<file path="config.mk">
export PLATFORM = sky130hd
export DESIGN_NAME = laser_hotplug_monitor_flat
export DESIGN_NICKNAME = d
export VERILOG_FILES = /design/src/hw/rtl/lhm_pkg.sv /design/src/hw/rtl/lhm_if.sv /design/src/hw/rtl/lhm_cfg_regs.sv /design/src/hw/rtl/lhm_core.sv /design/src/hw/rtl/laser_hotplug_monitor.sv /design/src/flat_wrapper.sv
export SDC_FILE = /design/constraint.sdc
export NUM_CORES = 1
export LEC_CHECK = 0
export BUFFER_PORTS_ARGS = -buffer_cell sky130_fd_sc_hd__buf_2
export CORE_ASPECT_RATIO = 0.6
export CORE_MARGIN = 3
export CORE_UTILIZATION = 35
export CTS_CLUSTER_DIAMETER = 100
export DETAILED_ROUTE_END_ITERATION = 6
export GPL_ROUTABILITY_DRIVEN = 0
export GPL_TIMING_DRIVEN = 0
export SYNTH_ARGS = -nofsm -noshare
export SYNTH_HDL_FRONTEND = slang
export SYNTH_SLANG_ARGS = --single-unit
</file>
<file path="constraint.sdc">
create_clock -name i_clk -period 4.7 [get_ports i_clk]
set_clock_uncertainty 0.05 [all_clocks]
set_input_delay 0.47 -clock i_clk [delete_from_list [all_inputs] [get_ports i_clk]]
set_output_delay 0.47 -clock i_clk [all_outputs]
set_load 0.05 [all_outputs]
</file>
<file path="src/hw/rtl/lhm_pkg.sv">
`timescale 1ns / 1ps
package lhm_pkg;

    localparam int CHANNELS = 3;
    localparam int CH_W     = (CHANNELS > 1) ? $clog2(CHANNELS) : 1;

    localparam int FUNC_W = 2;
    localparam int CHAN_W = 2;
    localparam int ADC_W  = 12;
    localparam int CNT_W  = 8;
    localparam int STAT_W = 2;
    localparam int ADDR_W = 2;
    localparam int DATA_W = 12;

    localparam logic [FUNC_W-1:0] FN_CHECK = 2'd0;
    localparam logic [FUNC_W-1:0] FN_OPEN  = 2'd1;
    localparam logic [FUNC_W-1:0] FN_RESET = 2'd2;

    localparam logic [STAT_W-1:0] ST_NORMAL  = 2'd0;
    localparam logic [STAT_W-1:0] ST_SKIP    = 2'd1;
    localparam logic [STAT_W-1:0] ST_DONE    = 2'd2;
    localparam logic [STAT_W-1:0] ST_IGNORED = 2'd3;

    localparam logic [ADDR_W-1:0] REG_CUR_THR = 2'd0;
    localparam logic [ADDR_W-1:0] REG_PD_THR  = 2'd1;
    localparam logic [ADDR_W-1:0] REG_CONFIRM = 2'd2;
    localparam logic [ADDR_W-1:0] REG_WINDOW  = 2'd3;

    localparam logic [ADC_W-1:0] CUR_THR_RST = 12'd20;
    localparam logic [ADC_W-1:0] PD_THR_RST  = 12'd100;
    localparam logic [CNT_W-1:0] CONFIRM_RST = 8'd3;
    localparam logic [CNT_W-1:0] WINDOW_RST  = 8'd3;

    typedef struct packed {
        logic [ADC_W-1:0] current_threshold_ma;
        logic [ADC_W-1:0] pd_threshold;
        logic [CNT_W-1:0] confirm_count;
        logic [CNT_W-1:0] open_window_cycles;
    } t_cfg;

    typedef struct packed {
        logic [FUNC_W-1:0] func;
        logic [CHAN_W-1:0] channel;
        logic [ADC_W-1:0]  pd_level;
        logic [ADC_W-1:0]  drive_ma;
    } t_item;

    typedef struct packed {
        logic [STAT_W-1:0] status;
        logic              power_off;
    } t_result;

endpackage

</file>
<file path="src/hw/rtl/lhm_if.sv">
`timescale 1ns / 1ps
interface lhm_item_if;
    logic                       valid;
    logic                       ready;
    logic [lhm_pkg::FUNC_W-1:0] func;
    logic [lhm_pkg::CHAN_W-1:0] channel;
    logic [lhm_pkg::ADC_W-1:0]  pd_level;
    logic [lhm_pkg::ADC_W-1:0]  drive_ma;

    modport source(output valid, func, channel, pd_level, drive_ma, input ready);
    modport sink(input valid, func, channel, pd_level, drive_ma, output ready);
endinterface

interface lhm_res_if;
    logic                       valid;
    logic                       ready;
    logic [lhm_pkg::STAT_W-1:0] status;
    logic                       power_off;

    modport source(output valid, status, power_off, input ready);
    modport sink(input valid, status, power_off, output ready);
endinterface

interface lhm_cfg_if;
    logic                       valid;
    logic                       ready;
    logic [lhm_pkg::ADDR_W-1:0] addr;
    logic [lhm_pkg::DATA_W-1:0] data;

    modport source(output valid, addr, data, input ready);
    modport sink(input valid, addr, data, output ready);
endinterface

</file>
<file path="src/hw/rtl/lhm_cfg_regs.sv">
`timescale 1ns / 1ps
module lhm_cfg_regs (
    input  logic          i_clk,
    input  logic          i_rst_n,
    lhm_cfg_if.sink       i_cfg,
    output lhm_pkg::t_cfg o_cfg
);

    lhm_pkg::t_cfg r_cfg;

    assign i_cfg.ready = 1'b1;
    assign o_cfg       = r_cfg;

    always_ff @(posedge i_clk) begin
        if (!i_rst_n) begin
            r_cfg.current_threshold_ma <= lhm_pkg::CUR_THR_RST;
            r_cfg.pd_threshold         <= lhm_pkg::PD_THR_RST;
            r_cfg.confirm_count        <= lhm_pkg::CONFIRM_RST;
            r_cfg.open_window_cycles   <= lhm_pkg::WINDOW_RST;
        end else if (i_cfg.valid) begin
            unique case (i_cfg.addr)
                lhm_pkg::REG_CUR_THR: r_cfg.current_threshold_ma <= i_cfg.data;
                lhm_pkg::REG_PD_THR:  r_cfg.pd_threshold         <= i_cfg.data;
                lhm_pkg::REG_CONFIRM: r_cfg.confirm_count        <= i_cfg.data[lhm_pkg::CNT_W-1:0];
                lhm_pkg::REG_WINDOW:  r_cfg.open_window_cycles   <= i_cfg.data[lhm_pkg::CNT_W-1:0];
                default: ;
            endcase
        end
    end

endmodule

</file>
<file path="src/hw/rtl/lhm_core.sv">
`timescale 1ns / 1ps
module lhm_core (
    input  logic             i_clk,
    input  logic             i_rst_n,
    input  logic             i_fire,
    input  lhm_pkg::t_item   i_item,
    input  lhm_pkg::t_cfg    i_cfg,
    output lhm_pkg::t_result o_res
);

    logic [lhm_pkg::CNT_W-1:0]    r_uc [lhm_pkg::CHANNELS];
    logic [lhm_pkg::CNT_W-1:0]    r_cd [lhm_pkg::CHANNELS];
    logic [lhm_pkg::CHANNELS-1:0] r_ev;

    logic                      w_valid;
    logic                      w_check;
    logic [lhm_pkg::CH_W-1:0]  w_idx;
    logic [lhm_pkg::CH_W-1:0]  w_next_ch;
    logic [lhm_pkg::CNT_W-1:0] w_uc;
    logic [lhm_pkg::CNT_W-1:0] w_cd;
    logic                      w_ev;
    logic                      w_cond;
    logic [lhm_pkg::CNT_W-1:0] n_uc;
    logic [lhm_pkg::CNT_W-1:0] n_cd;
    logic                      n_ev;
    logic [lhm_pkg::STAT_W-1:0] w_status;
    logic                      w_poff;

    assign w_valid = (int'(i_item.channel) < lhm_pkg::CHANNELS)
                     && ((i_item.func == lhm_pkg::FN_CHECK)
                     || (i_item.func == lhm_pkg::FN_OPEN)
                     || (i_item.func == lhm_pkg::FN_RESET));
    assign w_check = (i_item.func == lhm_pkg::FN_CHECK);

    // commands act on the following channel, wrapping at the top
    assign w_next_ch = (int'(i_item.channel) + 1 >= lhm_pkg::CHANNELS) ? '0
                       : lhm_pkg::CH_W'(int'(i_item.channel) + 1);
    assign w_idx = w_check ? lhm_pkg::CH_W'(i_item.channel) : w_next_ch;

    assign w_uc   = r_uc[w_idx];
    assign w_cd   = r_cd[w_idx];
    assign w_ev   = r_ev[w_idx];
    assign w_cond = (i_item.drive_ma >= i_cfg.current_threshold_ma);

    always_comb begin
        n_uc     = w_uc;
        n_cd     = w_cd;
        n_ev     = w_ev;
        w_status = lhm_pkg::ST_IGNORED;
        w_poff   = 1'b0;
        if (w_valid) begin
            if (w_check) begin
                if (w_cd != '0) begin
                    n_cd = w_cd - 1'b1;
                end
                if (w_cond && !w_ev && n_cd == '0) begin
                    w_poff = 1'b1;
                end
                if (i_item.pd_level < i_cfg.pd_threshold) begin
                    if (!w_cond) begin
                        if (w_ev && w_uc < i_cfg.confirm_count) begin
                            n_uc = w_uc + 1'b1;
                            if (n_uc >= i_cfg.confirm_count) begin
                                w_poff = 1'b1;
                            end
                        end
                    end else begin
                        n_uc = '0;
                        n_ev = 1'b1;
                    end
                    w_status = lhm_pkg::ST_SKIP;
                end else begin
                    n_uc = '0;
                    if (w_cond) begin
                        n_ev = 1'b1;
                    end
                    w_status = lhm_pkg::ST_NORMAL;
                end
            end else begin
                n_uc     = '0;
                n_ev     = 1'b0;
                n_cd     = (i_item.func == lhm_pkg::FN_OPEN) ? i_cfg.open_window_cycles : '0;
                w_status = lhm_pkg::ST_DONE;
            end
        end
    end

    assign o_res.status    = w_status;
    assign o_res.power_off = w_poff;

    always_ff @(posedge i_clk) begin
        if (!i_rst_n) begin
            for (int i = 0; i < lhm_pkg::CHANNELS; i++) begin
                r_uc[i] <= '0;
                r_cd[i] <= '0;
            end
            r_ev <= '0;
        end else if (i_fire && w_valid) begin
            r_uc[w_idx] <= n_uc;
            r_cd[w_idx] <= n_cd;
            r_ev[w_idx] <= n_ev;
        end
    end

    a_ignored_keeps_state: assert property (@(posedge i_clk) disable iff (!i_rst_n)
        (i_fire && !w_valid) |=> $stable(r_ev))
        else $error("ignored word changed connection state");

    a_cmd_no_poff: assert property (@(posedge i_clk) disable iff (!i_rst_n)
        (w_valid && !w_check) |-> (!w_poff && w_status == lhm_pkg::ST_DONE))
        else $error("command word produced power-off or wrong status");

    a_skip_on_low_pd: assert property (@(posedge i_clk) disable iff (!i_rst_n)
        (w_valid && w_check && i_item.pd_level < i_cfg.pd_threshold)
        |-> (w_status == lhm_pkg::ST_SKIP))
        else $error("low photodiode check not flagged as skip");

endmodule

</file>
<file path="src/hw/rtl/laser_hotplug_monitor.sv">
`timescale 1ns / 1ps
// Laser hot-plug monitor for lhm_pkg::CHANNELS channels. One word is accepted every clock
// cycle unless stalled; each input word yields exactly one result word through the input
// register, then the result register, set by the per-channel state update between them.
// Back-pressure on the result side stalls the input side only once both registers are full.
// Configuration writes are taken at any time but must only be issued while idle.
module laser_hotplug_monitor (
    input  logic       i_clk,
    input  logic       i_rst_n,
    lhm_item_if.sink   i_item,
    lhm_res_if.source  o_res,
    lhm_cfg_if.sink    i_cfg
);

    lhm_pkg::t_cfg    w_cfg;
    lhm_pkg::t_item   r_item;
    lhm_pkg::t_result w_res;
    lhm_pkg::t_result r_res;
    logic             r_in_valid;
    logic             r_out_valid;
    logic             w_adv;
    logic             w_fire;

    lhm_cfg_regs u_cfg (
        .i_clk   (i_clk),
        .i_rst_n (i_rst_n),
        .i_cfg   (i_cfg),
        .o_cfg   (w_cfg)
    );

    lhm_core u_core (
        .i_clk   (i_clk),
        .i_rst_n (i_rst_n),
        .i_fire  (w_fire),
        .i_item  (r_item),
        .i_cfg   (w_cfg),
        .o_res   (w_res)
    );

    assign w_adv        = !r_out_valid || o_res.ready;
    assign w_fire       = r_in_valid && w_adv;
    assign i_item.ready = !r_in_valid || w_adv;

    assign o_res.valid     = r_out_valid;
    assign o_res.status    = r_res.status;
    assign o_res.power_off = r_res.power_off;

    always_ff @(posedge i_clk) begin
        if (!i_rst_n) begin
            r_in_valid  <= 1'b0;
            r_out_valid <= 1'b0;
        end else begin
            if (i_item.ready) begin
                r_in_valid <= i_item.valid;
            end
            if (w_adv) begin
                r_out_valid <= r_in_valid;
            end
        end
    end

    always_ff @(posedge i_clk) begin
        if (i_item.ready && i_item.valid) begin
            r_item.func     <= i_item.func;
            r_item.channel  <= i_item.channel;
            r_item.pd_level <= i_item.pd_level;
            r_item.drive_ma <= i_item.drive_ma;
        end
        if (w_fire) begin
            r_res <= w_res;
        end
    end

    a_stall_blocks_input: assert property (@(posedge i_clk) disable iff (!i_rst_n)
        (r_in_valid && r_out_valid && !o_res.ready) |-> !i_item.ready)
        else $error("input accepted while both stages are full");

    a_poff_status: assert property (@(posedge i_clk) disable iff (!i_rst_n)
        (r_out_valid && r_res.power_off)
        |-> (r_res.status == lhm_pkg::ST_NORMAL || r_res.status == lhm_pkg::ST_SKIP))
        else $error("power-off on a word that is not a check");

    a_reset_empty: assert property (@(posedge i_clk)
        !i_rst_n |=> (!r_out_valid && !r_in_valid))
        else $error("pipeline not empty after reset");

endmodule
</file>
<file path="src/flat_wrapper.sv">
// flat-port wrapper written by rule: the top's interface ports become plain ports
module laser_hotplug_monitor_flat 
  (i_clk, i_rst_n, i_item_valid, i_item_func, i_item_channel, i_item_pd_level, i_item_drive_ma, i_item_ready, o_res_valid, o_res_status, o_res_power_off, o_res_ready, i_cfg_valid, i_cfg_addr, i_cfg_data, i_cfg_ready);
  lhm_item_if i_item_i ();
  lhm_res_if o_res_i ();
  lhm_cfg_if i_cfg_i ();
  input  logic i_clk;
  input  logic i_rst_n;
  input wire logic [$bits(i_item_i.valid)-1:0] i_item_valid;
  input wire logic [$bits(i_item_i.func)-1:0] i_item_func;
  input wire logic [$bits(i_item_i.channel)-1:0] i_item_channel;
  input wire logic [$bits(i_item_i.pd_level)-1:0] i_item_pd_level;
  input wire logic [$bits(i_item_i.drive_ma)-1:0] i_item_drive_ma;
  output wire logic [$bits(i_item_i.ready)-1:0] i_item_ready;
  output wire logic [$bits(o_res_i.valid)-1:0] o_res_valid;
  output wire logic [$bits(o_res_i.status)-1:0] o_res_status;
  output wire logic [$bits(o_res_i.power_off)-1:0] o_res_power_off;
  input wire logic [$bits(o_res_i.ready)-1:0] o_res_ready;
  input wire logic [$bits(i_cfg_i.valid)-1:0] i_cfg_valid;
  input wire logic [$bits(i_cfg_i.addr)-1:0] i_cfg_addr;
  input wire logic [$bits(i_cfg_i.data)-1:0] i_cfg_data;
  output wire logic [$bits(i_cfg_i.ready)-1:0] i_cfg_ready;
  assign i_item_i.valid = i_item_valid;
  assign i_item_i.func = i_item_func;
  assign i_item_i.channel = i_item_channel;
  assign i_item_i.pd_level = i_item_pd_level;
  assign i_item_i.drive_ma = i_item_drive_ma;
  assign i_item_ready = i_item_i.ready;
  assign o_res_valid = o_res_i.valid;
  assign o_res_status = o_res_i.status;
  assign o_res_power_off = o_res_i.power_off;
  assign o_res_i.ready = o_res_ready;
  assign i_cfg_i.valid = i_cfg_valid;
  assign i_cfg_i.addr = i_cfg_addr;
  assign i_cfg_i.data = i_cfg_data;
  assign i_cfg_ready = i_cfg_i.ready;
  laser_hotplug_monitor u_core (.i_clk(i_clk), .i_rst_n(i_rst_n), .i_item(i_item_i), .o_res(o_res_i), .i_cfg(i_cfg_i));
endmodule
</file>
==> results of run 1 <==
[power groups by stage]
stage	combinational (mW)	sequential, mW	clock (mW)
after floorplan	0.295	1.43	0
after global placement	0.424	1.43	0
after detailed placement	0.429	1.44	0
after CTS	0.434	1.41	1.47
after global routing	0.487	1.41	1.52
final	0.437	1.41	1.44
[per-layer routing]
layer,vias to the layer above,GRT usage [%],part of all wire [%]
li1,2845,-,-
met1,2762,28.8,53
met2,201,22.0,37
met3,10,5.21,8.4
met4,0,3.78,0.69
met5,-,0,0
[final cells by class]
class	count	area (µm²)
Inverter	54	203
Buffer	35	178
Sequential cell	140	3750
Clock inverter	6	65.1
Clock buffer	26	574
Multi-Input combinational cell	541	3570
Timing Repair Buffer	50	250
Fill cell	2075	12300
Tap cell	279	349
[cell usage in the layout (no fill, tap or decap), drive strengths merged, types with 4 or more instances in the layout]
master / n
o211ai: 8
and2: 14
nand2b: 5
clkbuf: 49
nand2: 122
mux2: 13
o22ai: 5
o21ai: 32
ha: 41
o31ai: 5
o21a: 6
a21o: 9
nand4: 6
nor2b: 12
a21oi: 20
xnor2: 9
inv: 56
a21boi: 32
nor3: 7
mux4: 7
a222oi: 5
conb: 17
nand3: 14
and3: 4
a31oi: 4
or2: 7
buf: 62
edfxtp: 95
dfxtp: 45
a211oi: 5
or3: 5
nor2: 67
mux2i: 22
[logic make-up (layout without fill, tap and decap cells)]
kind of cell	after synthesis	in the layout	synth area share [%]
adder cells (fa/ha/maj)	41	41	6.72
XOR/XNOR	12	12	1.38
buffers and inverters	90	171	4.98
AND/OR/NAND/NOR	273	273	16.4
AO/OA/AOI/OAI	156	156	14.4
flip-flops	140	140	49.1
multiplexers	42	42	6.91
other	2	17	0.0983
[metrics by stage]
stage	std cells	setup TNS (ns)
floorplan	771	0
global placement	1100	-1.36
detailed placement	1100	-2.99
CTS	1132	0
global route	1131	0
finish	1131	0
[worst max-delay path, stage by stage, from the launching register on]
cell and delay (ns):
edfxtp_1 0.52, or2_1 0.27, buf_2 0.21, clkbuf_2 0.31, a2111oi_0 1.15, nor4bb_1 0.93
clkbuf_1 0.41, o211a_1 0.24, a21oi_2 0.09, nor2_1 0.15
[registers in the layout, summed over array words and instances (netlist names)]
| signal | count |
|---|---|
| u_core.u_cfg.o_cfg | 40 |
| u_core.u_core.r_cd | 32 |
| u_core.u_core.r_uc | 32 |
| u_core.r_item | 28 |
| u_core.u_core.r_ev | 3 |
| u_core.o_res.status | 2 |
| u_core.o_res.power_off | 1 |
| u_core.o_res.valid | 1 |
| u_core.r_in_valid | 1 |
[worst max-delay path by stage]
stage	start	end	slack, ns	depth (start not counted)
floorplan	u_core.r_item[26]$_DFFE_PP_	u_core.u_core.r_uc[0][6]$_SDFFCE_PN0P_	0.95	15
global placement	u_core.r_item[26]$_DFFE_PP_	u_core.u_core.r_uc[2][3]$_SDFFCE_PN0P_	-0.24	15
detailed placement	u_core.r_item[26]$_DFFE_PP_	u_core.u_core.r_uc[2][3]$_SDFFCE_PN0P_	-0.32	15
CTS	u_core.r_item[27]$_DFFE_PP_	u_core.u_core.r_uc[0][2]$_SDFFCE_PN0P_	0.07	14
global route	u_core.r_item[26]$_DFFE_PP_	u_core.u_core.r_uc[2][2]$_SDFFCE_PN0P_	0.01	15
finish	u_core.r_item[26]$_DFFE_PP_	u_core.u_core.r_uc[0][3]$_SDFFCE_PN0P_	0.20	9
[timing repair]
action	CTS	global route
gates resized for setup	3	3
gates cloned	0	0
setup endpoints to repair	28	33
==> run_results.csv, run 1 <==
group,metric,value,unit
global_routing,grtUsageTotal,17.6,%
floorplan,ios,53,
critical_path,critical_path_class,"reg -> reg",
worst_hold_path,hold_path_end,"u_core.r_item[12]$_DFFE_PP_",
route,dr.pass1.iters,7,
logic_synthesis,ys_top_cells_by_count,"nand2_1, edfxtp_1, nor2_1",
logic_synthesis,synth_area_leaders,"edfxtp_1, dfxtp_1, ha_1",
place,post-place-ws,-0.325,ns
power,internal_power,2.45,mW
sta,finalMaxSlewViolations,0,
sta,period_needed,4.50,ns
sta,setup_violations,0,
worst_hold_path,min_path_type,"in -> reg",
clock_network,clock_sinks,140,
sta,holdWs,0.166,ns
sta,worst_slew_pin_slew,1.32,ns
logic_synthesis,synth_warnings,0,
clock_network,ctsHtreeMaxLevel,4,
run,cap_violations,0,
route,viasPerCell,5.14,
global_routing,antenna_found_initial,0,
power,switchingPower,0.845,mW
cells_and_area,design_area,8940,µm²
floorplan,rows,41,
place,dp_hpwl,15300,µm
logic_synthesis,synthFlopType,"edfxtp_1",
power,p_comb_share,13.3,%
critical_path,required,4.92,ns
logic_synthesis,ys_seq_area_share,49.1,%
power,power,3.29,mW
logic_synthesis,yosysTopAreaCellShare,37.4,%
cells_and_area,final_util,42.1,%
sta,fin_crit_sh,95.8,%
clock_network,insertion_delay,0.43,ns
critical_path,end_kind,"register",
critical_path,worst_setup_path_start_kind,"register",
logic_synthesis,syn_area_per_cell,10.1,µm²
floorplan,start_util,36.0,%
power,leakage,3.54,nW
critical_path,worstPathMaxFanout,10,
global_routing,grt_max_degree,29,
global_routing,grt_pass1_wl,31400,µm
route,vias,5818,
floorplan,fp.dieW,197,µm
cells_and_area,drive_above_1_share,14.7,%
logic_synthesis,synthArstFlopShare,0,%
floorplan,die_h,120,µm
global_routing,first_global_vias,5426,
route,drtIter0Drc,539,
place,dpl_cell_area,8290,µm²
logic_synthesis,synth_area_leader_cell,"edfxtp_1",
power,seq_power_share,42.8,%
sta,max_slew_margin,9.54,%
power,netSwitchingFraction,25.7,%
global_routing,gr-total-overflow,0,
critical_path,r2r_end,"u_core.u_core.r_uc[0][3]$_SDFFCE_PN0P_",
logic_synthesis,synth-edff-count,95,
cells_and_area,syn2layout_area_growth,17.1,%
cells_and_area,antenna_cells,0,
worst_hold_path,hold_start,"i_item_pd_level[0]",
route,avgRoutedWirePerCell,17.8,µm
clock_network,cts_buffers,17,
worst_hold_path,min_path_cells,1,
place,portBuffers,50,
sta,rsz0062_at_grt,"false",
power,power.density,368,nW/µm²
clock_network,clock-root-buffer,"clkbuf_16",
logic_synthesis,ys_types,71,
status,status,"finished, final reports clean",
floorplan,core_area,21200,µm²
power,peakVddDrop,0.275,mV
clock_network,cts_tree,"yes",
sta,fmax,222,MHz
logic_synthesis,netlist_instances,756,
sta,setup_slack,0.196,ns
critical_path,arrival,4.73,ns
critical_path,crit-reg2reg-launch,"u_core.r_item[26]$_DFFE_PP_",
route,drc,0,
sta,hold_viol,0,
clock_network,post_cts_buffers,0,
route,drt_wl_total,20100,µm
logic_synthesis,syn_area,7640,µm²
critical_path,ff2ff_path_depth,9,
route,ant_nets,0,
power,pwr-share-clk,43.9,%
clock_network,clk_pin_slew,0.07,ns
floorplan,die_area,23700,µm²
critical_path,rrSetupSlack,0.20,ns
clock_network,cts_hold_buf,0,
clock_network,cts_buffer_depth,2,
logic_synthesis,synth_most_common_cell,"nand2_1",
logic_synthesis,synth.ff_latch_count,140,
cells_and_area,fin_nets,927,
(Power assumes the default switching activity.)
==> inputs of run 2 (changes only) <==
--- a/config.mk
+++ b/config.mk
@@ -6,4 +6,5 @@
 export NUM_CORES = 1
 export LEC_CHECK = 0
+export ABC_AREA = 1
 export BUFFER_PORTS_ARGS = -buffer_cell sky130_fd_sc_hd__buf_2
 export CORE_ASPECT_RATIO = 0.6
--- a/constraint.sdc
+++ b/constraint.sdc
@@ -3,3 +3,3 @@
 set_input_delay 0.47 -clock i_clk [delete_from_list [all_inputs] [get_ports i_clk]]
 set_output_delay 0.47 -clock i_clk [all_outputs]
-set_load 0.05 [all_outputs]
+set_load 0.01 [all_outputs]
==> run 2 against run 1 <==
  * Hold slack lost 0.00093 ns
  * Setup slack improved by 0.70 ns
  * Design area is 5.7% lower
  * Die area fell by 5.9%
  * Sequential share of layout area is 2.5 points higher
  * Register-to-register slack better by 0.70 ns
  * Largest power group unchanged
  * First-iteration DRC count rose by 1.7%
==> run_results.csv, run 2 <==
group,metric,value,unit
status,status,"finished, final reports clean",
sta,max_slew_margin,26.9,%
critical_path,worst_setup_path_start_kind,"register",
clock_network,cts_tree,"yes",
floorplan,start_util,36.6,%
cells_and_area,layout_common_cells,"nand2_1, edfxtp_1, inv_1",
clock_network,cts_hold_buf,0,
critical_path,end_kind,"register",
global_routing,grt_max_degree,29,
power,leakage,3.62,nW
clock_network,ctsResizeCount,0,
route,viasPerCell,4.93,
logic_synthesis,synthFlopType,"edfxtp_1",
clock_network,clock_sinks,140,
run,cap_violations,0,
global_routing,grtUsageTotal,17.1,%
cells_and_area,multi_input_comb_area,2990,µm²
logic_synthesis,ys_top_cells_by_count,"nand2_1, edfxtp_1, inv_1",
global_routing,first_global_vias,5236,
clock_network,cts_buffers,17,
power,power.density,392,nW/µm²
floorplan,fp.dieW,191,µm
place,portBuffers,51,
cells_and_area,fin_nets,969,
clock_network,clock-root-buffer,"clkbuf_16",
sta,holdWs,0.165,ns
route,ant_nets,0,
sta,rsz0062_at_grt,"false",
route,drc,0,
route,avgRoutedWirePerCell,15.9,µm
sta,fmax,263,MHz
logic_synthesis,synth_area_leaders,"edfxtp_1, dfxtp_1, nand2_1",
sta,hold_viol,0,
global_routing,antenna_found_initial,0,
global_routing,gr-total-overflow,0,
floorplan,die_h,117,µm
clock_network,insertion_delay,0.43,ns
critical_path,required,4.79,ns
clock_network,ctsHtreeMaxLevel,4,
route,drtIter0Drc,548,
place,dpl.cell_count,1128,
logic_synthesis,synth.ff_latch_count,140,
critical_path,arrival,3.90,ns
sta,setup_slack,0.892,ns
power,peakVddDrop,0.260,mV
place,dpl_cell_area,7810,µm²
cells_and_area,fin_cells,1160,
cells_and_area,antenna_cells,0,
critical_path,cp_slowest_cell,"edfxtp_1",
sta,worst_slew_pin_slew,1.09,ns
cells_and_area,fillers,1936,
logic_synthesis,synthArstFlopShare,0,%
route,dr.pass1.iters,7,
critical_path,critical_path.top_delay_family,"simple AND/OR/NAND/NOR gates",
logic_synthesis,ys_types,40,
cells_and_area,final_common_cell,"nand2_1",
critical_path,worstPathMaxFanout,10,
critical_path,cp_cell_sequence,"nor2_4, nand2_1, o21ai_1, buf_2, nand2_2, o22a_1, nand2_2, inv_1, ha_1, nand2_1, o21ai_0, nand4_1, nand3_2, inv_1, buf_2, o211ai_1, a21oi_1",
logic_synthesis,syn_area,7170,µm²
logic_synthesis,netlist_instances,796,
sta,setup_tns,0,ns
sta,setup_violations,0,
place,post-place-ws,0.928,ns
cells_and_area,final-seq-area,3750,µm²
cells_and_area,final_util,43.1,%
cells_and_area,syn2layout_area_growth,17.7,%
logic_synthesis,synth_area_leader_cell,"edfxtp_1",
logic_synthesis,ys_seq_area_share,52.4,%
logic_synthesis,synth-edff-count,95,
floorplan,die_area,22300,µm²
critical_path,cp_num_buf_inv,4,
clock_network,post_cts_buffers,0,
place,dp_hpwl,14000,µm
worst_hold_path,min_path_type,"in -> reg",
route,vias,5724,
critical_path,critical_path_class,"reg -> reg",
floorplan,ios,53,
cells_and_area,drive_above_1_share,14.5,%
floorplan,rows,39,
logic_synthesis,yosysTopAreaCellShare,39.8,%
sta,fin_crit_sh,81.0,%
clock_network,cts_buffer_depth,2,
global_routing,grt_pass1_wl,28800,µm
logic_synthesis,syn_area_per_cell,9.00,µm²
floorplan,core_area,19600,µm²
critical_path,critical-path-max-stage-delay,0.42,ns
sta,period_needed,3.81,ns
sta,finalMaxSlewViolations,0,
route,drt_wl_total,18400,µm
logic_synthesis,synth_most_common_cell,"nand2_1",
cells_and_area,design_area,8430,µm²
power,power,3.31,mW
logic_synthesis,synth_warnings,0,
cells_and_area,largest_reg_flops,40,
clock_network,clk_pin_slew,0.07,ns
==> run 2: cell count changes after synthesis, moves of 11 or more <==
cell and change:
nand2_1 +50, a21oi_1 +46, inv_1 +40, nand3_1 +33, a21boi_0 -32, o21ai_0 +27
mux2i_1 -22, nand2_2 +13, nor2_1 +12, nor2b_1 -12, and2_1 -11, o21ai_1 -11
==> run 2: worst paths after layout <==
check	to	startpoint	slack (ns)	depth (start not counted)
worst max register to register	u_core.u_core.r_uc[0][1]$_SDFFCE_PN0P_	u_core.r_item[26]$_DFFE_PP_	0.89	17
worst min register to register	u_core.u_cfg.o_cfg[24]$_SDFFE_PN0P_	u_core.u_cfg.o_cfg[24]$_SDFFE_PN0P_	0.41	2
worst max-delay path	u_core.u_core.r_uc[0][1]$_SDFFCE_PN0P_	u_core.r_item[26]$_DFFE_PP_	0.89	17
worst min-delay path	u_core.r_item[9]$_DFFE_PP_	i_item_drive_ma[9]	0.17	1
==> run 2: layout make-up <==
type	count	share of cell area [%]
tap	266	3.95
inverter	99	4.41
timing repair buffer	51	3.03
sequential	140	44.5
buffer	20	1.28
clock buffer	18	5.09
multi-input combinational	552	35.4
clock inverter	14	2.30
==> run 2: per-layer routing <==
metal	track usage, %	up-vias	part of all wire [%]
met4	3.18	0	0.60
met2	23.2	168	39
li1	-	2847	-
met1	27.5	2697	54
met5	0	-	0
met3	3.84	12	7.0
==> run 2: cells by family (layout without fill, tap and decap cells) <==
| logic type | after synthesis | after routing | share of synthesized area [%] |
|---|---|---|---|
| flops | 140 | 140 | 52.4 |
| simple gates | 346 | 346 | 21.9 |
| compound gates | 146 | 146 | 11.5 |
| buf+inv | 119 | 202 | 6.69 |
| fa+ha+maj | 41 | 41 | 7.16 |
| xor+xnor | 2 | 2 | 0.245 |
| other cells | 2 | 17 | 0.105 |
==> run 2: power breakdown <==
group	internal, mW	leakage (nW)	switching [mW]
clock	0.890	0.302	0.542
combinational	0.149	1.99	0.322
sequential	1.39	1.33	0.0204
==> inputs of run 3 (changes only) <==
Clock period 4.7 ns to 3.8 ns, I/O delays scaled along.
==> run 3 against run 2 <==
  * Final cell count grew 0.52%
  * Sequential cell count did not move
  * Critical path depth increased by 3
  * Sequential share of layout area fell by 0.38 points
  * Combinational power is 25% higher
==> run_results.csv, run 3 (synthesis gave the netlist of run 2 again) <==
group,metric,value,unit
sta,setup_tns,0,ns
place,dp_hpwl,14000,µm
global_routing,grt_pass1_wl,28800,µm
clock_network,clk_pin_slew,0.07,ns
critical_path,worst_setup_path_start_kind,"register",
power,power,4.10,mW
worst_hold_path,min_path_type,"in -> reg",
global_routing,grt_max_degree,29,
place,dpl.cell_count,1128,
floorplan,rows,39,
route,viasPerCell,4.90,
global_routing,first_global_vias,5236,
critical_path,worstPathMaxFanout,10,
clock_network,cts_buffer_depth,2,
global_routing,grtUsageTotal,17.1,%
critical_path,required,3.89,ns
cells_and_area,fin_nets,975,
cells_and_area,fillers,1927,
floorplan,die_h,117,µm
route,drt_wl_total,18500,µm
floorplan,die_area,22300,µm²
sta,finalMaxSlewViolations,0,
critical_path,end_kind,"register",
floorplan,ios,53,
sta,holdWs,0.0772,ns
power,power.density,482,nW/µm²
sta,max_slew_margin,27.2,%
floorplan,fp.dieW,191,µm
status,status,"finished, final reports clean",
critical_path,critical_path_class,"reg -> reg",
cells_and_area,final-seq-area,3750,µm²
route,vias,5709,
clock_network,cts_buffers,17,
sta,worst_slew_pin_slew,1.08,ns
power,peakVddDrop,0.320,mV
run,cap_violations,0,
critical_path,arrival,3.74,ns
clock_network,clock-root-buffer,"clkbuf_16",
sta,period_needed,3.65,ns
cells_and_area,fin_cells,1166,
route,drtIter0Drc,547,
power,leakage,3.65,nW
clock_network,insertion_delay,0.42,ns
cells_and_area,multi_input_comb_area,3010,µm²
global_routing,gr-total-overflow,0,
cells_and_area,drive_above_1_share,15.7,%
cells_and_area,largest_reg_flops,40,
critical_path,rrSetupSlack,0.15,ns
route,ant_nets,0,
clock_network,clock_sinks,140,
cells_and_area,syn2layout_area_growth,18.7,%
route,avgRoutedWirePerCell,15.9,µm
sta,hold_viol,0,
cells_and_area,final_common_cell,"nand2_1",
cells_and_area,layout_common_cells,"nand2_1, edfxtp_1, inv_1",
sta,fmax,274,MHz
route,drc,0,
floorplan,start_util,36.6,%
sta,setup_violations,0,
clock_network,ctsHtreeMaxLevel,4,
floorplan,core_area,19600,µm²
sta,rsz0062_at_grt,"false",
clock_network,cts_tree,"yes",
route,dr.pass1.iters,5,
sta,fin_crit_sh,96.1,%
cells_and_area,antenna_cells,0,
place,portBuffers,51,
global_routing,antenna_found_initial,0,
## run 3: layout make-up
class / count / area share [%]
flip-flops and latches: 140 / 44.1
multi-input cells: 552 / 35.4
clock buffers: 18 / 5.05
inverters: 99 / 4.37
well taps: 266 / 3.91
repair buffers: 57 / 3.53
clock inverters: 14 / 2.28
plain buffers: 20 / 1.37
## run 3: final timing paths
kind / startpoint / to / cells after the start
max: u_core.r_item[27]$_DFFE_PP_ / u_core.u_core.r_uc[0][1]$_SDFFCE_PN0P_ / 20
min: i_item_drive_ma[9] / u_core.r_item[9]$_DFFE_PP_ / 1
max reg2reg: u_core.r_item[27]$_DFFE_PP_ / u_core.u_core.r_uc[0][1]$_SDFFCE_PN0P_ / 20
min reg2reg: u_core.u_cfg.o_cfg[24]$_SDFFE_PN0P_ / u_core.u_cfg.o_cfg[24]$_SDFFE_PN0P_ / 2
## run 3: power by group
group	leakage, nW	internal [mW]	switching, mW	total, mW
Combinational	2.02	0.190	0.402	0.591
Sequential	1.33	1.71	0.0254	1.74
Clock	0.302	1.10	0.669	1.77
## run 3: metrics by stage
stage,worst slack [ns],instance area (µm²),utilization (%)
floorplan,0.823,7220,-
global placement,0.0428,7810,39.9
detailed placement,0.0275,7810,39.9
finish,0.149,8510,43.5
CTS,0.0189,8430,43.1
global route,0.00983,8510,43.5
## run 3: critical path, cell delays in order, from the launching register on
cell,delay (ns)
edfxtp_1,0.43
nor2_4,0.21
buf_4,0.14
nand2_2,0.06
nand2_2,0.19
nand2_2,0.17
inv_2,0.15
nand2_1,0.08
nand4_2,0.14
inv_1,0.09
ha_1,0.19
inv_1,0.06
a21oi_1,0.05
o21ai_0,0.29
nand4_1,0.20
nand3_4,0.18
inv_1,0.07
clkbuf_4,0.19
o211ai_1,0.19
buf_4,0.16
a21oi_1,0.07
## run 3: what timing repair did
item                                    CTS  global route
gates resized for setup                   0            12
hold buffers                              0             0
endpoints found under the setup margin    0            71
buffers inserted                          0             6
hold endpoints to repair                  0             0
## run 3: layer usage
metal,share of wire [%],vias to the layer above,track usage (%)
li1,-,2862,-
met1,54,2670,27.5
met2,39,171,23.2
met3,7.1,6,3.84
met4,0.32,0,3.18
met5,0,-,0
